<file path="src/sv/eavf_pkg.sv">
package eavf_pkg;

  // field widths
  localparam int COUNT_W = 12;
  localparam int TIME_W  = 32;
  localparam int ANGLE_W = 19;
  localparam int VEL_W   = 32;
  localparam int RPM_W   = 32;
  localparam int TH_W    = 12;

  // configuration port
  localparam int CFG_IDX_W  = 1;
  localparam int CFG_DATA_W = 12;
  localparam logic [CFG_IDX_W-1:0] REG_THRESHOLD = 1'd0;
  localparam logic [CFG_IDX_W-1:0] REG_DIRECTION = 1'd1;
  localparam logic [TH_W-1:0]      THRESHOLD_RESET = 12'd256;

  // digit-serial multiplier
  localparam int DIGIT_W   = 4;
  localparam int OPND_W    = 32;
  localparam int K_W       = 31;
  localparam int PROD_W    = 64;
  localparam int MUL_CNT_W = 4;
  localparam logic [MUL_CNT_W-1:0] ANG_DIGITS = MUL_CNT_W'(COUNT_W / DIGIT_W);
  localparam logic [MUL_CNT_W-1:0] RPM_DIGITS = MUL_CNT_W'(VEL_W / DIGIT_W);

  // pi in Q2.29 and 30/pi in Q7.24
  localparam logic [K_W-1:0] PI_Q29  = 31'd1686629713;
  localparam logic [K_W-1:0] RPM_Q24 = 31'd160210611;

  // bit-serial divider: |delta angle| * 1000 stays below 2^29
  localparam int NUM_W     = 29;
  localparam int DIV_CNT_W = 5;

  typedef struct packed {
    logic busy;
    logic done;
  } eavf_stat_t;

endpackage

</file>
<file path="src/sv/eavf_mul.sv">
module eavf_mul
  import eavf_pkg::*;
(
  input  logic                 clk,
  input  logic                 rst,
  input  logic                 start,
  input  logic [OPND_W-1:0]    operand,
  input  logic [K_W-1:0]       k,
  input  logic [MUL_CNT_W-1:0] digits,
  output eavf_stat_t           stat,
  output logic [PROD_W-1:0]    prod
);

  logic [OPND_W-1:0]        x;
  logic [K_W-1:0]           kreg;
  logic [MUL_CNT_W-1:0]     cnt;
  logic                     busy;
  logic                     done;
  logic [K_W+DIGIT_W-1:0]   part;
  logic [PROD_W-1:0]        prod_next;

  // msb-first: shift accumulator one digit, add digit times constant
  assign part = (K_W+DIGIT_W)'(x[OPND_W-1 -: DIGIT_W]) * (K_W+DIGIT_W)'(kreg);
  assign prod_next = {prod[PROD_W-DIGIT_W-1:0], DIGIT_W'(0)} + PROD_W'(part);

  always_ff @(posedge clk) begin
    if (rst) begin
      busy <= 1'b0;
      done <= 1'b0;
      cnt  <= '0;
    end else begin
      done <= 1'b0;
      if (start) begin
        x    <= operand;
        kreg <= k;
        prod <= '0;
        cnt  <= digits;
        busy <= 1'b1;
      end else if (busy) begin
        prod <= prod_next;
        x    <= {x[OPND_W-DIGIT_W-1:0], DIGIT_W'(0)};
        cnt  <= cnt - 1'b1;
        if (cnt == MUL_CNT_W'(1)) begin
          busy <= 1'b0;
          done <= 1'b1;
        end
      end
    end
  end

  assign stat.busy = busy;
  assign stat.done = done;

endmodule

</file>
<file path="src/sv/eavf_div.sv">
module eavf_div
  import eavf_pkg::*;
(
  input  logic              clk,
  input  logic              rst,
  input  logic              start,
  input  logic [NUM_W-1:0]  num,
  input  logic [TIME_W-1:0] den,
  output eavf_stat_t        stat,
  output logic [NUM_W-1:0]  quo
);

  logic [TIME_W-1:0]    rem;
  logic [DIV_CNT_W-1:0] cnt;
  logic                 busy;
  logic                 done;
  logic [TIME_W:0]      sh;
  logic                 ge;

  // restoring step, one quotient bit per cycle
  assign sh = {rem, quo[NUM_W-1]};
  assign ge = (sh >= {1'b0, den});

  always_ff @(posedge clk) begin
    if (rst) begin
      busy <= 1'b0;
      done <= 1'b0;
      cnt  <= '0;
    end else begin
      done <= 1'b0;
      if (start) begin
        rem  <= '0;
        quo  <= num;
        cnt  <= DIV_CNT_W'(NUM_W);
        busy <= 1'b1;
      end else if (busy) begin
        rem <= ge ? TIME_W'(sh - {1'b0, den}) : sh[TIME_W-1:0];
        quo <= {quo[NUM_W-2:0], ge};
        cnt <= cnt - 1'b1;
        if (cnt == DIV_CNT_W'(1)) begin
          busy <= 1'b0;
          done <= 1'b1;
        end
      end
    end
  end

  assign stat.busy = busy;
  assign stat.done = done;

endmodule

</file>
<file path="src/sv/encoder_angle_velocity_filter_unit.sv">
// in_stall holds off a new word until the previous one has run the 29-step bit-serial divider
//   and the 3-digit angle and 8-digit rpm passes of the shared 4-bit multiplier
// an output word waiting on out_stall does not block the next input accept
// reset (rst, synchronous): threshold 256, positive direction, filter state,
//   previous angle, velocity and timestamp cleared, both channels empty
module encoder_angle_velocity_filter_unit
  import eavf_pkg::*;
(
  input  logic                         clk,
  input  logic                         rst,
  // configuration
  input  logic                         cfg_we,
  input  logic [CFG_IDX_W-1:0]         cfg_index,
  input  logic [CFG_DATA_W-1:0]        cfg_data,
  // input channel
  input  logic                         in_valid,
  output logic                         in_stall,
  input  logic [COUNT_W-1:0]           raw_count,
  input  logic [TIME_W-1:0]            time_ms,
  // output channel
  output logic                         out_valid,
  input  logic                         out_stall,
  output logic [COUNT_W-1:0]           filtered_count,
  output logic signed [ANGLE_W-1:0]    angle_rad,
  output logic signed [VEL_W-1:0]      velocity_rad_s,
  output logic signed [RPM_W-1:0]      speed_rpm,
  output logic                         glitch_flag
);

  typedef enum logic [2:0] {ST_IDLE, ST_ANG, ST_DIV, ST_RPM, ST_FIN} state_t;

  state_t state;

  // configuration registers
  logic [TH_W-1:0] jump_threshold;
  logic            direction_negative;

  // filter and estimator state
  logic [COUNT_W-1:0]       current_count;
  logic [COUNT_W-1:0]       previous_count;
  logic                     noise_seen;
  logic signed [ANGLE_W-1:0] previous_angle;
  logic signed [VEL_W-1:0]  previous_velocity;
  logic [TIME_W-1:0]        previous_time;

  // per-word working registers
  logic [TIME_W-1:0] dt;
  logic              keep;
  logic              ang_neg;
  logic              vel_neg;
  logic              rpm_neg;

  logic in_accept;
  logic out_free;

  assign in_stall  = (state != ST_IDLE);
  assign in_accept = in_valid && !in_stall;
  assign out_free  = !out_valid || !out_stall;

  // glitch filter, evaluated on the accept cycle
  logic [COUNT_W:0]   th13;
  logic [COUNT_W:0]   hi13;
  logic [COUNT_W-1:0] prev_n;
  logic [COUNT_W-1:0] cur_n;
  logic [COUNT_W-1:0] jump;
  logic               reject;
  logic               wrap;
  logic [TIME_W-1:0]  dt_n;
  logic [COUNT_W-1:0] ang_mag_in;

  always_comb begin
    th13   = {1'b0, jump_threshold};
    hi13   = (COUNT_W+1)'(1 << COUNT_W) - th13;
    // the word after a rejection goes through unchecked and keeps the old reference
    prev_n = noise_seen ? previous_count : current_count;
    jump   = (raw_count >= prev_n) ? (raw_count - prev_n) : (prev_n - raw_count);
    reject = !noise_seen && ({1'b0, prev_n} > th13) && ({1'b0, prev_n} < hi13) &&
             ({1'b0, jump} > th13);
    cur_n  = reject ? prev_n : raw_count;
    // crossing the wrap zone in either direction holds the old velocity
    wrap   = (({1'b0, cur_n} < th13) && ({1'b0, prev_n} > hi13)) ||
             (({1'b0, cur_n} > hi13) && ({1'b0, prev_n} < th13));
    dt_n   = time_ms - previous_time;
    // |count - 2048|, at most 2048
    ang_mag_in = cur_n[COUNT_W-1] ? {1'b0, cur_n[COUNT_W-2:0]}
                                  : (COUNT_W'(1 << (COUNT_W-1)) - cur_n);
  end

  // shared digit-serial multiplier
  eavf_stat_t         mul_stat;
  logic               mul_start;
  logic [OPND_W-1:0]  mul_opnd;
  logic [K_W-1:0]     mul_k;
  logic [MUL_CNT_W-1:0] mul_digits;
  logic [PROD_W-1:0]  prod;

  // bit-serial divider
  eavf_stat_t        div_stat;
  logic              div_start;
  logic [NUM_W-1:0]  div_num;
  logic [NUM_W-1:0]  quo;

  // angle: round half away from zero of |centered| * pi / 2^24
  logic [PROD_W-1:0]          ang_sum;
  logic signed [ANGLE_W-1:0]  angle_next;
  logic signed [ANGLE_W:0]    delta;
  logic [ANGLE_W:0]           delta_mag;
  logic [ANGLE_W-1:0]         dmag;

  always_comb begin
    ang_sum    = prod + PROD_W'(1 << 23);
    angle_next = ang_neg ? -$signed({1'b0, ang_sum[ANGLE_W+22:24]})
                         : $signed({1'b0, ang_sum[ANGLE_W+22:24]});
    delta      = $signed({angle_next[ANGLE_W-1], angle_next}) -
                 $signed({previous_angle[ANGLE_W-1], previous_angle});
    delta_mag  = delta[ANGLE_W] ? (ANGLE_W+1)'(-delta) : delta;
    dmag       = delta_mag[ANGLE_W-1:0];
    // times 1000 = 1024 - 16 - 8
    div_num    = {dmag, 10'b0} - NUM_W'({dmag, 4'b0}) - NUM_W'({dmag, 3'b0});
  end

  // velocity select and magnitude for the rpm pass
  logic signed [VEL_W-1:0] vel_next;
  logic [VEL_W-1:0]        vel_mag;

  always_comb begin
    // quotient stays below 2^29, so no clipping is needed here
    if (keep) begin
      vel_next = previous_velocity;
    end else if (vel_neg) begin
      vel_next = -$signed(VEL_W'(quo));
    end else begin
      vel_next = $signed(VEL_W'(quo));
    end
    vel_mag = vel_next[VEL_W-1] ? VEL_W'(-vel_next) : VEL_W'(vel_next);
  end

  always_comb begin
    mul_start  = in_accept || (state == ST_DIV && div_stat.done);
    mul_opnd   = (state == ST_IDLE) ? {ang_mag_in, (OPND_W-COUNT_W)'(0)} : vel_mag;
    mul_k      = (state == ST_IDLE) ? PI_Q29 : RPM_Q24;
    mul_digits = (state == ST_IDLE) ? ANG_DIGITS : RPM_DIGITS;
    div_start  = (state == ST_ANG) && mul_stat.done;
  end

  // rpm: round half away from zero of |vel| * 30/pi / 2^32, then clip
  logic [PROD_W-1:0]       rpm_sum;
  logic [RPM_W-1:0]        rpm_mag;
  logic signed [RPM_W-1:0] rpm_sat;

  always_comb begin
    rpm_sum = prod + PROD_W'(1 << 31);
    rpm_mag = rpm_sum[PROD_W-1:PROD_W-RPM_W];
    if (rpm_neg) begin
      rpm_sat = (rpm_mag > RPM_W'(1 << (RPM_W-1))) ? $signed(RPM_W'(1 << (RPM_W-1)))
                                                   : -$signed(rpm_mag);
    end else begin
      rpm_sat = rpm_mag[RPM_W-1] ? $signed({1'b0, {(RPM_W-1){1'b1}}})
                                 : $signed(rpm_mag);
    end
  end

  eavf_mul u_mul (
    .clk     (clk),
    .rst     (rst),
    .start   (mul_start),
    .operand (mul_opnd),
    .k       (mul_k),
    .digits  (mul_digits),
    .stat    (mul_stat),
    .prod    (prod)
  );

  eavf_div u_div (
    .clk   (clk),
    .rst   (rst),
    .start (div_start),
    .num   (div_num),
    .den   (dt),
    .stat  (div_stat),
    .quo   (quo)
  );

  // configuration writes
  always_ff @(posedge clk) begin
    if (rst) begin
      jump_threshold     <= THRESHOLD_RESET;
      direction_negative <= 1'b0;
    end else if (cfg_we) begin
      case (cfg_index)
        REG_THRESHOLD: jump_threshold     <= cfg_data[TH_W-1:0];
        REG_DIRECTION: direction_negative <= cfg_data[0];
        default: ;
      endcase
    end
  end

  // sequencer, state and output register
  always_ff @(posedge clk) begin
    if (rst) begin
      state             <= ST_IDLE;
      out_valid         <= 1'b0;
      current_count     <= '0;
      previous_count    <= '0;
      noise_seen        <= 1'b0;
      previous_angle    <= '0;
      previous_velocity <= '0;
      previous_time     <= '0;
    end else begin
      // the final step reloads the output word itself
      if (out_valid && !out_stall && state != ST_FIN) begin
        out_valid <= 1'b0;
      end
      case (state)
        ST_IDLE: begin
          if (in_accept) begin
            current_count  <= cur_n;
            previous_count <= prev_n;
            noise_seen     <= reject;
            previous_time  <= time_ms;
            dt             <= dt_n;
            keep           <= wrap || (dt_n == '0);
            // negative below mid count, flipped by direction
            ang_neg        <= !cur_n[COUNT_W-1] ^ direction_negative;
            state          <= ST_ANG;
          end
        end
        ST_ANG: begin
          if (mul_stat.done) begin
            previous_angle <= angle_next;
            vel_neg        <= delta[ANGLE_W];
            state          <= ST_DIV;
          end
        end
        ST_DIV: begin
          if (div_stat.done) begin
            previous_velocity <= vel_next;
            rpm_neg           <= vel_next[VEL_W-1];
            state             <= ST_RPM;
          end
        end
        ST_RPM: begin
          if (mul_stat.done) begin
            state <= ST_FIN;
          end
        end
        ST_FIN: begin
          if (out_free) begin
            filtered_count <= current_count;
            angle_rad      <= previous_angle;
            velocity_rad_s <= previous_velocity;
            speed_rpm      <= rpm_sat;
            glitch_flag    <= noise_seen;
            out_valid      <= 1'b1;
            state          <= ST_IDLE;
          end
        end
        default: state <= ST_IDLE;
      endcase
    end
  end

  // arithmetic units are quiet whenever a new word can be taken
  a_idle_units: assert property (@(posedge clk) disable iff (rst)
    state == ST_IDLE |-> !mul_stat.busy && !div_stat.busy)
    else $error("arithmetic unit busy while idle");

  // multiplier and divider never run at the same time
  a_units_excl: assert property (@(posedge clk) disable iff (rst)
    !(mul_stat.busy && div_stat.busy))
    else $error("multiplier and divider overlap");

  // a word right after a rejection is never rejected
  a_no_double_reject: assert property (@(posedge clk) disable iff (rst)
    in_accept && noise_seen |=> !noise_seen)
    else $error("two rejections in a row");

  // a result word only appears out of the final step
  a_out_from_fin: assert property (@(posedge clk) disable iff (rst)
    $rose(out_valid) |-> $past(state) == ST_FIN)
    else $error("output valid raised outside final step");

endmodule

</file>
<file path="config.mk">
export PLATFORM = sky130hd
export DESIGN_NAME = encoder_angle_velocity_filter_unit
export DESIGN_NICKNAME = d
export VERILOG_FILES = /design/src/sv/eavf_pkg.sv /design/src/sv/eavf_mul.sv /design/src/sv/eavf_div.sv /design/src/sv/encoder_angle_velocity_filter_unit.sv
export SDC_FILE = /design/constraint.sdc
export NUM_CORES = 1
export LEC_CHECK = 0
export ABC_AREA = 1
export BUFFER_PORTS_ARGS = -buffer_cell sky130_fd_sc_hd__buf_4
export CAP_MARGIN = 20
export CORE_ASPECT_RATIO = 1.25
export CORE_UTILIZATION = 30
export CTS_CLUSTER_DIAMETER = 50
export CTS_CLUSTER_SIZE = 20
export DETAILED_ROUTE_END_ITERATION = 16
export HOLD_SLACK_MARGIN = 0.02
export PLACE_DENSITY = 0.56
export SLEW_MARGIN = 15
export SYNTH_ARGS = -nofsm -noshare
export SYNTH_HDL_FRONTEND = slang
export SYNTH_HIERARCHICAL = 1
export SYNTH_SLANG_ARGS = --single-unit
</file>
<file path="constraint.sdc">
create_clock -name clk -period 11.2 [get_ports clk]
set_clock_uncertainty 0.2 [all_clocks]
set_input_delay 0.56 -clock clk [delete_from_list [all_inputs] [get_ports clk]]
set_output_delay 0.56 -clock clk [all_outputs]
set_load 0.005 [all_outputs]
</file>
==> metrics.md <==
| Metric | Value |
|---|---|
| Core Rows | 150 |
| CP Launch Type | flop |
| Max Cap Viol | 0 |
| Clock transition at the registers of the reported paths | ~0.070 ns |
| Layout cells sized above 1 | 7.81% |
| Vias/cell | 4.78 |
| DR vias | 37815 |
| Hold slack | roughly 0.14 ns |
| Later-pin clock latency in the skew report | about 0.7 ns |
| ANT nets after route | 0 |
| Critical Path AT | 8.21 ns |
| CP Capture Type | flop |
| Post-CTS Setup Inserts | 0 |
| Synthesis Warnings | 6 |
| CTS Buffer Depth | 3 |
| Syn avg cell area | between 6 and 7 sq um |
| Final wirelength | 135000 um |
| Run status | finished clean |
| Post-DP HPWL | between 100000 and 150000 um |
| Die X | ~330 um |
| Vias in the first global route | about 37000 |
| Antenna violations before repair | 1 |
| Worst Path Buf+Inv | 7 |
| H-tree Lvls | 3 |
| Final Setup Violations | 0 |
| TritonRoute pass-1 iters | 6 |
| Grt ovf | 0 |
| Post-cts resize count | 0 |
| Highest achievable clock rate | about 130 MHz |
| Total GRT Usage | a little under 20% |
| Largest net degree at the start of global routing | 90 |
| Iteration-0 DRC Markers | between 2000 and 2500 |
| Nets | about 6500 |
| # diodes | 0 |
| Worst path most repeated cell | nand2_1 |
| Remaining DRCs | 0 |
| Core Box Area | approximately 130000 sq um |
| Initial Util | 30.2% |
| Slew Viols, Final | 0 |
| Worst path top cell family by delay | simple AND/OR/NAND/NOR gates |
| HP Class | input port to flop |
| Die Y | 412 um |
| Critical Path RT | ~11 ns |
| Area Overhead vs Synth | 15.6% |
| CP max FO | 27 |
| Gpl congestion | 0.937 |
| Minimum clock period | around 8 ns |
| CP max-delay cell | dfxtp_1 |
| Measured slew at the worst slew-check pin | about 1.3 ns |
| Wire length per cell | ~17 um |
| Most frequent cells in the layout | 1705 x nand2_1, 1095 x inv_1, 513 x nor2_1 |
| Setup TNS | 0 ns |
| DIE AREA | 136000 sq um |
| Setup CP Type | flop to flop |
| Synth Instances | 5902 |
| Reg-to-reg setup timing slack | 3.26 ns |
| Synth Cell Area | about 40000 sq um |
| Num CTS Buffers | 75 |
| RSZ-0062 raised after global routing | false |
| I/O pins | between 150 and 200 |
| Slew HR | between 10 and 15% |
| Commonest non-fill, non-tap cell in the layout | nand2_1 |
| CTS tree | yes |
| Final hold vios | 0 |
| Crit share post-route | a little over 70% |
| Sink Count | 458 |
| Buffers added on ports | between 150 and 200 |
| Root buf cell | clkbuf_16 |
| CP peak stage delay | roughly 0.94 ns |
| Wire length of the first global-routing pass | about 210000 um |
==> metrics by stage <==
stage	cells	util [%]	setup slack (ns)	area [sq um]
2_1_floorplan	5918	-	4.72	40500
3_3_place_gp	7724	32.6	3.32	43500
3_5_place_dp	7728	32.6	3.25	43600
4_1_cts	7915	34.9	3.29	46700
5_1_grt	7916	34.9	2.50	46700
6_report	7916	34.9	3.26	46700
==> metal layers <==
metal / vias up / global-route usage [%] / wire length (um)
met1: 17695 / 24.7 / 59500
li1: 19116 / - / -
met2: 833 / 34.9 / 66600
met3: 171 / 2.42 / 5490
met4: 0 / 5.80 / 3270
met5: - / 0 / 0
==> final timing paths <==
check             depth (start not counted)                 to                 start
setup reg to reg                         34               keep            noise_seen
setup / recovery                         34               keep            noise_seen
hold / removal                            3  jump_threshold[8]             cfg_index
hold reg to reg                           0  velocity_rad_s[3]  previous_velocity[3]
==> cell type report <==
| cell class | count | area (sq um) |
|---|---|---|
| Timing Repair Buffer | 233 | 1920 |
| Clock buffer | 80 | 1930 |
| Tap cell | 1748 | 2190 |
| Fill cell | 14301 | 86900 |
| Multi-Input combinational cell | 4197 | 23300 |
| Clock inverter | 60 | 693 |
| Sequential cell | 458 | 12400 |
| Inverter | 1140 | 4290 |
==> worst min-delay path, cell delays in order <==
cell      delay (ns)
buf_4           0.13
nor2_1          0.11
o211ai_1        0.16
==> flip-flops by register name (all words and copies together) (netlist names), 4 cells and up <==
| register | count |
|---|---|
| u_mul/prod | 64 |
| dt | 32 |
| previous_time | 32 |
| previous_velocity | 32 |
| speed_rpm | 32 |
| u_div/rem | 32 |
| u_mul/x | 32 |
| velocity_rad_s | 32 |
| u_mul/kreg | 31 |
| u_div/quo | 29 |
| angle_rad | 19 |
| previous_angle | 19 |
| current_count | 12 |
| filtered_count | 12 |
| jump_threshold | 12 |
| previous_count | 12 |
| u_div/cnt | 5 |
| u_mul/cnt | 4 |
==> repair_timing <==
item / in CTS / in global routing
hold buffers: 47 / 0
setup endpoints to repair: 0 / 0
endpoints found under the hold margin: 45 / 0
Power is left out: the tool's default activity adds up to more than one toggle a clock period on the data nets, which glitch-free logic cannot reach.
